`config.mk`:
```
export PLATFORM = sky130hd
export DESIGN_NAME = model_directory_parser_core
export DESIGN_NICKNAME = d
export VERILOG_FILES = /design/src/rtl/mdp_pkg.sv /design/src/rtl/model_directory_parser_core.sv
export SDC_FILE = /design/constraint.sdc
export NUM_CORES = 2
export LEC_CHECK = 0
export BUFFER_PORTS_ARGS = -buffer_cell sky130_fd_sc_hd__buf_2
export CAP_MARGIN = 20
export CORE_ASPECT_RATIO = 0.7
export CORE_MARGIN = 2
export CORE_UTILIZATION = 50
export CTS_CLUSTER_SIZE = 20
export DETAILED_ROUTE_END_ITERATION = 10
export HOLD_SLACK_MARGIN = 0.02
export PLACE_DENSITY = 0.76
export SYNTH_ARGS = -nofsm -noshare
export SYNTH_HDL_FRONTEND = slang
export SYNTH_SLANG_ARGS = --single-unit
```
`constraint.sdc`:
```
create_clock -name clk_i -period 38.6 [get_ports clk_i]
set_input_delay 3.86 -clock clk_i [delete_from_list [all_inputs] [get_ports clk_i]]
set_output_delay 3.86 -clock clk_i [all_outputs]
set_load 0.01 [all_outputs]
```
`src/rtl/mdp_pkg.sv`:
```
package mdp_pkg;

  localparam int unsigned HEADER_BYTES = 48;
  localparam int unsigned MAX_RANK_DEF = 8;
  localparam int unsigned MAX_NAME_DEF = 4096;

  // result queue between the parser and the output port
  localparam int unsigned RQ_DEPTH = 4;
  localparam int unsigned RQ_PTR_W = $clog2(RQ_DEPTH);
  localparam int unsigned RQ_CNT_W = $clog2(RQ_DEPTH + 1);

  localparam int unsigned CFG_IDX_W  = 3;
  localparam int unsigned CFG_DATA_W = 32;

  localparam logic [CFG_IDX_W-1:0] CFG_MAGIC       = 3'd0;
  localparam logic [CFG_IDX_W-1:0] CFG_VERSION     = 3'd1;
  localparam logic [CFG_IDX_W-1:0] CFG_LAYERS      = 3'd2;
  localparam logic [CFG_IDX_W-1:0] CFG_EXPERTS     = 3'd3;
  localparam logic [CFG_IDX_W-1:0] CFG_TOPK        = 3'd4;
  localparam logic [CFG_IDX_W-1:0] CFG_HIDDEN      = 3'd5;
  localparam logic [CFG_IDX_W-1:0] CFG_MAX_ENTRIES = 3'd6;

  localparam logic [31:0] RST_LAYERS      = 32'd30;
  localparam logic [31:0] RST_EXPERTS     = 32'd128;
  localparam logic [31:0] RST_TOPK        = 32'd8;
  localparam logic [31:0] RST_HIDDEN      = 32'd2816;
  localparam logic [15:0] RST_MAX_ENTRIES = 16'd15616;

  // field numbers within the header and within a directory entry
  localparam logic [3:0] FLD_MAGIC       = 4'd0;
  localparam logic [3:0] FLD_VERSION     = 4'd1;
  localparam logic [3:0] FLD_LAYERS      = 4'd2;
  localparam logic [3:0] FLD_EXPERTS     = 4'd3;
  localparam logic [3:0] FLD_TOPK        = 4'd4;
  localparam logic [3:0] FLD_HIDDEN      = 4'd5;
  localparam logic [3:0] FLD_FIRST_WIDE  = 4'd8;
  localparam logic [3:0] FLD_DIR_OFFSET  = 4'd8;
  localparam logic [3:0] FLD_ENTRY_COUNT = 4'd9;
  localparam logic [3:0] FLD_HDR_COUNT   = 4'd10;
  localparam logic [3:0] FLD_ENT_WIDE    = 4'd4;
  localparam logic [3:0] FLD_RANK        = 4'd7;

  localparam logic [4:0] KIND_ROLE      = 5'd10;
  localparam logic [4:0] KIND_DIM       = 5'd18;
  localparam logic [4:0] KIND_NAME_LEN  = 5'd19;
  localparam logic [4:0] KIND_NAME_BYTE = 5'd20;
  localparam logic [4:0] KIND_STATUS    = 5'd21;

  typedef enum logic [2:0] {
    ERR_NONE    = 3'd0,
    ERR_MAGIC   = 3'd1,
    ERR_SHAPE   = 3'd2,
    ERR_ENTRIES = 3'd3,
    ERR_RANK    = 3'd4,
    ERR_NAME    = 3'd5,
    ERR_TRUNC   = 3'd6,
    ERR_OFFSET  = 3'd7
  } err_e;

  typedef enum logic [2:0] {
    PH_HEADER = 3'd0,
    PH_SKIP   = 3'd1,
    PH_ENTRY  = 3'd2,
    PH_DIM    = 3'd3,
    PH_NLEN   = 3'd4,
    PH_NAME   = 3'd5,
    PH_IDLE   = 3'd6
  } phase_e;

  typedef struct packed {
    logic [7:0] data_byte;
    logic       first_byte;
    logic       last_byte;
  } in_t;

  typedef struct packed {
    logic [4:0]  field_kind;
    logic [63:0] field_value;
    logic [15:0] entry_index;
    logic [11:0] sub_index;
    logic [2:0]  error_code;
    logic        finished;
    logic        last_of_run;
  } out_t;

endpackage

```
`src/rtl/model_directory_parser_core.sv`:
```
// Streaming parser for a model file: one byte per transaction in, decoded header
// fields, directory-entry fields, name bytes and one closing status out. A byte is
// taken every cycle unless the input is stalled; it yields zero, one or two results
// (a field, then a status), and results leave one per cycle, while the output is not
// stalled, through a 4-entry result queue. The input is stalled while the queue has
// fewer than two free slots; with the output never stalled the input rate is one
// byte per cycle. A byte's work (field shift, header checks, directory-offset
// compare) is done in the cycle it is accepted, and its results are registered in
// the queue.
module model_directory_parser_core #(
  parameter int unsigned MAX_RANK = mdp_pkg::MAX_RANK_DEF,
  parameter int unsigned MAX_NAME = mdp_pkg::MAX_NAME_DEF
) (
  input  logic                                clk_i,
  input  logic                                rst_ni,
  input  logic                                cfg_we_i,
  input  logic [mdp_pkg::CFG_IDX_W-1:0]       cfg_idx_i,
  input  logic [mdp_pkg::CFG_DATA_W-1:0]      cfg_data_i,
  input  logic                                in_valid_i,
  output logic                                in_stall_o,
  input  mdp_pkg::in_t                        in_data_i,
  output logic                                out_valid_o,
  input  logic                                out_stall_i,
  output mdp_pkg::out_t                       out_data_o
);
  import mdp_pkg::*;

  localparam int unsigned RANK_W = $clog2(MAX_RANK + 1);
  localparam int unsigned NLEFT_W = $clog2(MAX_NAME + 1);

  // configuration
  logic [31:0] magic_q, version_q, layers_q, experts_q, topk_q, hidden_q;
  logic [15:0] max_entries_q;

  always_ff @(posedge clk_i or negedge rst_ni) begin
    if (!rst_ni) begin
      magic_q       <= '0;
      version_q     <= '0;
      layers_q      <= RST_LAYERS;
      experts_q     <= RST_EXPERTS;
      topk_q        <= RST_TOPK;
      hidden_q      <= RST_HIDDEN;
      max_entries_q <= RST_MAX_ENTRIES;
    end else if (cfg_we_i) begin
      case (cfg_idx_i)
        CFG_MAGIC:       magic_q       <= cfg_data_i;
        CFG_VERSION:     version_q     <= cfg_data_i;
        CFG_LAYERS:      layers_q      <= cfg_data_i;
        CFG_EXPERTS:     experts_q     <= cfg_data_i;
        CFG_TOPK:        topk_q        <= cfg_data_i;
        CFG_HIDDEN:      hidden_q      <= cfg_data_i;
        CFG_MAX_ENTRIES: max_entries_q <= cfg_data_i[15:0];
        default: ;
      endcase
    end
  end

  // parser state
  phase_e              phase_q, phase_d;
  logic [63:0]         pos_q, pos_d;
  logic [63:0]         acc_q, acc_d;
  logic [2:0]          bif_q, bif_d;
  logic [3:0]          fn_q, fn_d;
  logic [63:0]         dir_off_q, dir_off_d;
  logic [63:0]         ent_left_q, ent_left_d;
  logic [15:0]         ent_cnt_q, ent_cnt_d;
  logic [RANK_W-1:0]   rank_q, rank_d;
  logic [RANK_W-1:0]   dim_q, dim_d;
  logic [NLEFT_W-1:0]  name_left_q, name_left_d;
  logic [11:0]         name_pos_q, name_pos_d;
  logic [1:0]          flags_q, flags_d;

  logic       in_acc;
  logic       f_v, s_v;
  out_t       f_res, s_res, res_a, res_b;
  logic [1:0] n_res;

  assign in_acc = in_valid_i && !in_stall_o;

  always_comb begin
    logic [63:0] acc_new;
    logic [63:0] val;
    logic [2:0]  bif_nx;
    logic        w4;
    logic        use_collect;
    logic        done;
    logic        fin;
    logic        entry_done;
    logic [RANK_W-1:0] dim_nx;
    err_e        err;

    phase_d     = phase_q;
    pos_d       = pos_q;
    acc_d       = acc_q;
    bif_d       = bif_q;
    fn_d        = fn_q;
    dir_off_d   = dir_off_q;
    ent_left_d  = ent_left_q;
    ent_cnt_d   = ent_cnt_q;
    rank_d      = rank_q;
    dim_d       = dim_q;
    name_left_d = name_left_q;
    name_pos_d  = name_pos_q;
    flags_d     = flags_q;
    f_v         = 1'b0;
    s_v         = 1'b0;
    f_res       = '0;
    s_res       = '0;
    acc_new     = '0;
    val         = '0;
    bif_nx      = '0;
    w4          = 1'b0;
    use_collect = 1'b0;
    done        = 1'b0;
    fin         = 1'b0;
    entry_done  = 1'b0;
    dim_nx      = '0;
    err         = ERR_NONE;

    if (in_acc) begin
      if (in_data_i.first_byte) begin
        phase_d     = PH_HEADER;
        pos_d       = '0;
        acc_d       = '0;
        bif_d       = '0;
        fn_d        = '0;
        dir_off_d   = '0;
        ent_left_d  = '0;
        ent_cnt_d   = '0;
        rank_d      = '0;
        dim_d       = '0;
        name_left_d = '0;
        name_pos_d  = '0;
        flags_d     = '0;
      end

      if (phase_d != PH_IDLE) begin
        // position of this byte is compared before it advances
        if (phase_d == PH_SKIP && pos_d >= dir_off_d) begin
          phase_d = PH_ENTRY;
        end
        pos_d = pos_d + 64'd1;

        // little-endian byte assembly, 4- or 8-byte fields
        case (phase_d)
          PH_HEADER: begin
            use_collect = 1'b1;
            w4 = fn_d < FLD_FIRST_WIDE;
          end
          PH_ENTRY: begin
            use_collect = 1'b1;
            w4 = (fn_d < FLD_ENT_WIDE) || (fn_d >= FLD_RANK);
          end
          PH_DIM: use_collect = 1'b1;
          PH_NLEN: begin
            use_collect = 1'b1;
            w4 = 1'b1;
          end
          default: ;
        endcase
        acc_new = acc_d | ({56'd0, in_data_i.data_byte} << {bif_d, 3'b000});
        bif_nx  = bif_d + 3'd1;
        done    = use_collect && ((bif_nx == 3'd0) || (w4 && bif_nx[2]));
        val     = acc_new;
        if (use_collect) begin
          if (done) begin
            acc_d = '0;
            bif_d = '0;
          end else begin
            acc_d = acc_new;
            bif_d = bif_nx;
          end
        end

        case (phase_d)
          PH_HEADER: begin
            if (done) begin
              f_v = 1'b1;
              f_res.field_kind  = 5'(fn_d);
              f_res.field_value = val;
              case (fn_d)
                FLD_MAGIC:   if (val != {32'd0, magic_q})   flags_d[0] = 1'b1;
                FLD_VERSION: if (val != {32'd0, version_q}) flags_d[0] = 1'b1;
                FLD_LAYERS:  if (val != {32'd0, layers_q})  flags_d[1] = 1'b1;
                FLD_EXPERTS: if (val != {32'd0, experts_q}) flags_d[1] = 1'b1;
                FLD_TOPK:    if (val != {32'd0, topk_q})    flags_d[1] = 1'b1;
                FLD_HIDDEN:  if (val != {32'd0, hidden_q})  flags_d[1] = 1'b1;
                FLD_DIR_OFFSET:  dir_off_d  = val;
                FLD_ENTRY_COUNT: ent_left_d = val;
                default: ;
              endcase
              fn_d = fn_d + 4'd1;
              if (fn_d >= FLD_HDR_COUNT) begin
                fn_d = '0;
                if (flags_d[0]) err = ERR_MAGIC;
                else if (flags_d[1]) err = ERR_SHAPE;
                else if (ent_left_d > {48'd0, max_entries_q}) err = ERR_ENTRIES;
                else if (dir_off_d < 64'(HEADER_BYTES)) err = ERR_OFFSET;
                else if (ent_left_d == 64'd0) fin = 1'b1;
                else if (dir_off_d == 64'(HEADER_BYTES)) phase_d = PH_ENTRY;
                else phase_d = PH_SKIP;
              end
            end
          end
          PH_ENTRY: begin
            if (done) begin
              f_v = 1'b1;
              f_res.field_kind  = KIND_ROLE + 5'(fn_d);
              f_res.field_value = val;
              f_res.entry_index = ent_cnt_d;
              if (fn_d >= FLD_RANK) begin
                fn_d = '0;
                if (val > 64'(MAX_RANK)) begin
                  err = ERR_RANK;
                end else begin
                  rank_d  = val[RANK_W-1:0];
                  dim_d   = '0;
                  phase_d = (val[RANK_W-1:0] != '0) ? PH_DIM : PH_NLEN;
                end
              end else begin
                fn_d = fn_d + 4'd1;
              end
            end
          end
          PH_DIM: begin
            if (done) begin
              f_v = 1'b1;
              f_res.field_kind  = KIND_DIM;
              f_res.field_value = val;
              f_res.entry_index = ent_cnt_d;
              f_res.sub_index   = 12'(dim_d);
              dim_nx = dim_d + RANK_W'(1);
              dim_d  = dim_nx;
              if (dim_nx >= rank_d) phase_d = PH_NLEN;
            end
          end
          PH_NLEN: begin
            if (done) begin
              f_v = 1'b1;
              f_res.field_kind  = KIND_NAME_LEN;
              f_res.field_value = val;
              f_res.entry_index = ent_cnt_d;
              if (val > 64'(MAX_NAME)) begin
                err = ERR_NAME;
              end else if (val == 64'd0) begin
                entry_done = 1'b1;
              end else begin
                name_left_d = val[NLEFT_W-1:0];
                name_pos_d  = '0;
                phase_d     = PH_NAME;
              end
            end
          end
          PH_NAME: begin
            f_v = 1'b1;
            f_res.field_kind  = KIND_NAME_BYTE;
            f_res.field_value = {56'd0, in_data_i.data_byte};
            f_res.entry_index = ent_cnt_d;
            f_res.sub_index   = name_pos_d;
            name_pos_d = name_pos_d + 12'd1;
            if (name_left_d != '0) name_left_d = name_left_d - NLEFT_W'(1);
            if (name_left_d == '0) entry_done = 1'b1;
          end
          default: ;
        endcase

        if (entry_done) begin
          ent_cnt_d  = ent_cnt_d + 16'd1;
          ent_left_d = ent_left_d - 64'd1;
          fn_d       = '0;
          phase_d    = PH_ENTRY;
          if (ent_left_d == 64'd0) fin = 1'b1;
        end

        if (err != ERR_NONE || fin || in_data_i.last_byte) begin
          s_v = 1'b1;
          s_res.field_kind  = KIND_STATUS;
          s_res.entry_index = ent_cnt_d;
          s_res.last_of_run = 1'b1;
          if (err != ERR_NONE) s_res.error_code = err;
          else if (fin) s_res.finished = 1'b1;
          else s_res.error_code = ERR_TRUNC;
          phase_d = PH_IDLE;
        end
        f_res.last_of_run = !s_v;
      end
    end
  end

  always_ff @(posedge clk_i or negedge rst_ni) begin
    if (!rst_ni) begin
      phase_q     <= PH_HEADER;
      pos_q       <= '0;
      acc_q       <= '0;
      bif_q       <= '0;
      fn_q        <= '0;
      dir_off_q   <= '0;
      ent_left_q  <= '0;
      ent_cnt_q   <= '0;
      rank_q      <= '0;
      dim_q       <= '0;
      name_left_q <= '0;
      name_pos_q  <= '0;
      flags_q     <= '0;
    end else begin
      phase_q     <= phase_d;
      pos_q       <= pos_d;
      acc_q       <= acc_d;
      bif_q       <= bif_d;
      fn_q        <= fn_d;
      dir_off_q   <= dir_off_d;
      ent_left_q  <= ent_left_d;
      ent_cnt_q   <= ent_cnt_d;
      rank_q      <= rank_d;
      dim_q       <= dim_d;
      name_left_q <= name_left_d;
      name_pos_q  <= name_pos_d;
      flags_q     <= flags_d;
    end
  end

  // result queue: up to two writes, one read per cycle
  assign res_a = f_v ? f_res : s_res;
  assign res_b = s_res;
  assign n_res = {1'b0, f_v} + {1'b0, s_v};

  out_t                fifo_q [RQ_DEPTH];
  logic [RQ_PTR_W-1:0] wptr_q, rptr_q, wptr_b;
  logic [RQ_CNT_W-1:0] count_q;
  logic                pop;

  assign wptr_b      = wptr_q + RQ_PTR_W'(1);
  assign out_valid_o = count_q != '0;
  assign out_data_o  = fifo_q[rptr_q];
  assign pop         = out_valid_o && !out_stall_i;
  assign in_stall_o  = count_q > RQ_CNT_W'(RQ_DEPTH - 2);

  always_ff @(posedge clk_i) begin
    for (int i = 0; i < RQ_DEPTH; i++) begin
      if (in_acc && n_res != 2'd0 && wptr_q == RQ_PTR_W'(i)) begin
        fifo_q[i] <= res_a;
      end else if (in_acc && n_res == 2'd2 && wptr_b == RQ_PTR_W'(i)) begin
        fifo_q[i] <= res_b;
      end
    end
  end

  always_ff @(posedge clk_i or negedge rst_ni) begin
    if (!rst_ni) begin
      wptr_q  <= '0;
      rptr_q  <= '0;
      count_q <= '0;
    end else begin
      if (in_acc) wptr_q <= wptr_q + RQ_PTR_W'(n_res);
      if (pop) rptr_q <= rptr_q + RQ_PTR_W'(1);
      count_q <= count_q + (in_acc ? RQ_CNT_W'(n_res) : '0) - RQ_CNT_W'(pop);
    end
  end

  // checks
  a_queue_bound: assert property (@(posedge clk_i) disable iff (!rst_ni)
    count_q <= RQ_CNT_W'(RQ_DEPTH))
    else $error("result queue overflow");

  a_pair_is_field_then_status: assert property (@(posedge clk_i) disable iff (!rst_ni)
    (in_acc && n_res == 2'd2) |->
      (res_b.field_kind == KIND_STATUS && !res_a.last_of_run && res_b.last_of_run))
    else $error("two results must be a field followed by the closing status");

  a_status_idles: assert property (@(posedge clk_i) disable iff (!rst_ni)
    (in_acc && s_v) |=> (phase_q == PH_IDLE))
    else $error("parser not idle after a status result");

endmodule
```
# Word-level counts from Yosys, hierarchy flattened
# Memories as Yosys holds them, arrays and structs flattened.
# Index checks and enable logic that the tools add are counted.
# word_totals
in_bits,50
elab_cells,367
output_inout_bits,104
ramBits,408
memories,1
ff_bits,532
# op_classes
bitwise,5
n_mux,231
addsub,15
eq_ne,33
n_reduce_logical,47
order_cmp,11
n_shift,1
# memory_table
memory,depth,width,rd,rd_ports_with_merged_regs,wr,line_no,source
fifo_q,4,102,1,0,2,model_directory_parser_core.sv:327,out_t fifo_q [RQ_DEPTH];
# op_table
operator,n
64-bit two-way mux,30
102-bit two-way mux,7
64-bit by 32-bit inequality test with 1-bit output,6
69-bit case mux with 5 select lines,1
97-bit two-way mux,3
102-bit OR reduction,2
64-bit logical NOT,3
85-bit two-way mux,2
3-bit two-way mux,44
13-bit two-way mux,10
16-bit two-way mux,7
4-bit two-way mux,22
12-bit two-way mux,6
1-bit two-way mux,71
68-bit two-way mux,1
64-bit by 1-bit adder with 64-bit output (second input constant),1
64-bit by 6-bit == test with 1-bit output (second input constant),1
64-bit >= comparator,1
64-bit by 13-bit > comparator with 1-bit output (second input constant),1
64-bit by 16-bit > comparator with 1-bit output,1
64-bit by 4-bit > comparator with 1-bit output (second input constant),1
64-bit by 6-bit < comparator with 1-bit output (second input constant),1
64-bit OR,1
16-bit case mux with 4 select lines,1
53 further kinds,119

# Logic depth before layout (Yosys ltp)
# logic_depth
depth_word,50
depth_mapped,52
ltp_nobuf,30

# Worst setup path before layout
# OpenSTA, ideal clock, no wires.
# synth_path
kind,input -> register
from,input in_data_i[1] in the netlist's numbering
to,"memory fifo_q[1][0] in the netlist's numbering, enable pin"
n_path_buf,23
arrival_ns,19.476
required_ns,37.912
setup_time_ns,0.688
slack_ns,18.437
path_stages,46
cell_sequence,buf_6 buf_6 buf_2 buf_2 buf_2 buf_2 buf_2 buf_2 buf_2 buf_2 buf_2 buf_1 clkbuf_1 clkbuf_1 clkbuf_1 nor2b_1 ha_1 buf_2 [... 10 more ...] clkbuf_1 o211ai_1 a21oi_1 a41oi_4 a21oi_2 clkbuf_1 nand3_1 xor2_1 nor4_1 and4b_1 nand4_1 nand2_1 buf_4 nand2_1 inv_1 ha_1 o21ai_0 nor3_1
# synth_lines
item,line_no,source
start: declaration,model_directory_parser_core.sv:21,"input mdp_pkg::in_t in_data_i,"
end: declaration,model_directory_parser_core.sv:327,

==> flow_metrics.py <==
metrics = {
    "drt": {
        "dr.pass1.iters": 8,
        "vias_per_cell": 6.787,
        "met2_length_um": 81320,
        "initialDrtViolationCount": 6846,
        "drtAntennaViolNets": 0,
        "topRoutingLayerUsed": "met5",
        "routed_wl_um": 201100,
        "wl_met3_um": 27920,
        "num_vias": 47540,
        "avgRoutedWirePerCell_um": 28.71,
        "wl_met1_um": 84370,
        "drc": 0,
    },
    "logic_synthesis": {
        "netlist.area_leader.share": 0.2420,
        "synth.avg_cell_area_sq_um": 9.755,
        "syn_area_sq_um": 53570,
        "synth_ff_type": "dfrtp_1",
        "yosys-top-cells-area": "dfrtp_1, edfxtp_1, nand2_1",
        "synth_enable_flop_cells": 330,
        "synth_cells": 5491,
        "synth_warnings": 0,
        "synthArstFlopShare": 0.5660,
        "seq_area_frac_synth": 0.4630,
        "ys_ff_latch": 940,
        "synth.largest_area_cell": "dfrtp_1",
        "synthDistinctLibCells": 117,
        "synthesis.nets": 5648,
    },
    "timing": {
        "setup_violations": 0,
        "worst_pin_slew_ps": 1251,
        "slew_violations": 0,
        "hold_slack_ps": 448.2,
        "skew_ps": 51.32,
        "min_period_over_period": 0.3496,
        "relSlewSlack": 0.1651,
        "setup_tns_ps": 0,
        "rsz0062_at_grt": "false",
        "max_freq_ghz": 0.07410,
        "hold_violations": 0,
        "min_period_ps": 13490,
    },
    "power_and_ir_drop": {
        "power.sequential.fraction": 0.368,
        "p_int_w": 0.002020,
        "powerDensity_nw_per_um2": 55.88,
        "peakVddDrop_v": 0.00004571,
        "p_leak_nw": 22.68,
        "p_switching_w": 0.001277,
        "combinationalPowerShare": 0.349,
        "swShare": 0.3873,
        "clockPowerShare": 0.283,
    },
    "setup_path": {
        "reg2reg_slack_ps": 27880,
        "crit_path_max_fanout": 60,
        "cp_slowest_cell": "a21oi_2",
        "worst-path-buf-inv": 6,
        "cp-end-kind": "register",
        "crit_required_ps": 38970,
        "crit_type": "input pin to register",
        "critPathTopFamily": "simple AND/OR/NAND/NOR gates",
        "cp-start-kind": "input pin",
        "cp.arrival_ps": 13870,
        "cpPeakStageDelay_ps": 900,
    },
    "cts": {
        "clock_path_buffers": 3,
        "clock-root-buffer": "clkbuf_16",
        "hold_buffers": 0,
        "clk_pin_slew_ps": 60,
        "cts_tree": "built",
        "cts_sinks": 940,
        "post_cts_buffers": 0,
        "htree_num_levels": 3,
        "numCtsBuffers": 91,
        "ctsResizeCount": 0,
        "clk_latency_ps": 750,
    },
    "cells_and_area": {
        "finish.utilization": 0.5553,
        "drive_above_1_share": 0.1615,
        "instances_no_fill": 7005,
        "fin_nets": 5650,
        "fin_area_sq_um": 58990,
        "fill_cells": 9038,
        "area_growth_pct": 10.12,
    },
    "flow_run": {
        "cap_viol_max_count": 0,
    },
    "grt": {
        "antenna_found_initial": 9,
        "grt_pass1_wl_um": 296700,
        "grt_pass1_vias": 44076,
        "overflow": 0,
        "track_usage": 0.3600,
        "grt_max_degree": 142,
    },
    "placed_design": {
        "dp_cells": 6826,
        "placed_area_sq_um": 55860,
        "port_buffers": 153,
        "globalplace.congestion": 1.062,
        "place_hpwl_um": 142100,
    },
    "floorplanning": {
        "num_rows": 100,
        "io_pins": 154,
        "core_sq_um": 106200,
        "die_area_sq_um": 109800,
        "start_util": 0.5043,
        "die_h_um": 277.8,
        "die_w_um": 395.2,
    },
    "outcome": {
        "outcome": "complete, no violations",
    },
    "worst_hold_path": {
        "hold_class": "register to register",
    },
}
[final cells by class]
class	instances	area, sq um	share of cell area
diodes	5	12.51	0.0002121
clock buffers	124	2551	0.04325
clock inverters	48	538.0	0.009121
inverters	90	342.8	0.005812
multi-input cells	4068	27010	0.4578
flip-flops and latches	940	24810	0.4206
well taps	1428	1787	0.03029
repair buffers	302	1939	0.03288
[synth_stat cells, types with 18 or more instances]
cell type / number
nor4_1: 85
a22oi_1: 28
nor3_1: 127
a22o_1: 52
o31ai_1: 64
buf_2: 56
nand3_1: 118
nor3b_1: 18
a31oi_1: 69
a21o_1: 34
a21oi_1: 191
inv_1: 90
clkbuf_1: 268
mux2_2: 217
nor2b_1: 98
and2_1: 26
or3_1: 20
and3_1: 54
xor2_1: 84
edfxtp_1: 330
xnor2_1: 110
nor2_1: 591
dfxtp_1: 78
nor4bb_1: 18
nand2_1: 693
o211ai_1: 36
a32o_1: 18
o21a_1: 20
o21ai_0: 435
nand4_1: 73
or2_2: 23
a211oi_1: 34
a222oi_1: 19
buf_1: 55
nand2b_1: 38
mux2i_1: 51
dfrtp_1: 518
o21ai_1: 31
o22ai_1: 72
mux4_2: 102
ha_1: 106
[layout by cell type, fill, tap and decap left out, types with 78 or more instances in the layout]
cell / synthesis / final
mux2_2: 217 / 217
xnor2_1: 110 / 110
buf_4: 7 / 143
dfrtp_1: 518 / 514
buf_2: 56 / 151
xor2_1: 84 / 84
inv_1: 90 / 89
clkbuf_16: 0 / 91
a21oi_1: 191 / 190
nor3_1: 127 / 123
dfxtp_1: 78 / 78
nor2_1: 591 / 587
nand2_1: 693 / 687
edfxtp_1: 330 / 330
nor4_1: 85 / 85
nor2b_1: 98 / 98
nand3_1: 118 / 117
o21ai_0: 435 / 424
ha_1: 106 / 106
mux4_2: 102 / 102
[power groups by stage]
stage                     registers (W)  logic, W  clock network (W)
final                           0.00121   0.00115           0.000934
after global routing            0.00122   0.00119           0.000976
after CTS                       0.00121   0.00111           0.000935
after detailed placement        0.00123   0.00110                  0
after global placement          0.00122   0.00109                  0
after floorplan                 0.00118  0.000702                  0
[path summary, 6_finish.rpt]
path                               startpoint            end  cells past startpoint
worst min register to register  fifo_q[2][47]  fifo_q[2][47]                      2
worst max register to register       bif_q[0]  fifo_q[1][47]                     27
min in group asynchronous              rst_ni   experts_q[5]                      1
worst min-delay path            fifo_q[2][47]  fifo_q[2][47]                      2
worst max-delay path             in_data_i[1]  fifo_q[1][47]                     27
max in group asynchronous              rst_ni  dir_off_q[41]                      4
[routing by layer]
| layer | up-vias | global-route usage |
|---|---|---|
| li1 | 20204 | - |
| met1 | 23551 | 0.5365 |
| met2 | 3309 | 0.4888 |
| met3 | 464 | 0.1176 |
| met4 | 12 | 0.1179 |
| met5 | - | 0.006098 |
[flip-flops by register name, indices dropped and copies added, names as in the netlist, 12 cells and up]
| name | flops |
|---|---|
| name_left_q | 13 |
| fifo_q | 408 |
| topk_q | 32 |
| ent_left_q | 64 |
| name_pos_q | 12 |
| max_entries_q | 16 |
| dir_off_q | 64 |
| ent_cnt_q | 16 |
| version_q | 32 |
| pos_q | 64 |
| hidden_q | 32 |
| experts_q | 32 |
| layers_q | 32 |
| acc_q | 64 |
| magic_q | 32 |
[kinds of logic (layout without fill, tap and decap cells)]
logic type | after synthesis | count (layout) | share of synthesized area
simple gates | 2108 | 2108 | 0.1892
compound gates | 1288 | 1288 | 0.1563
flops | 940 | 940 | 0.4630
buf+inv | 483 | 564 | 0.03639
mux | 371 | 371 | 0.09832
xor+xnor | 194 | 194 | 0.03172
fa+ha+maj | 107 | 107 | 0.02513
other cells | 0 | 5 | 0
[tightest hold or removal path, stage by stage (launching register included)]
cell	delay, ps
dfxtp_1	320
nand2_1	40
o21ai_0	50
[stage by stage]
stage / power (W) / worst slack (ps)
finish: 0.003296 / 25110
global route: 0.003392 / 24770
CTS: 0.003251 / 25520
detailed placement: 0.002328 / 24850
global placement: 0.002313 / 25010
floorplan: 0.001884 / 18440
Power figures use the tool's default switching activity.
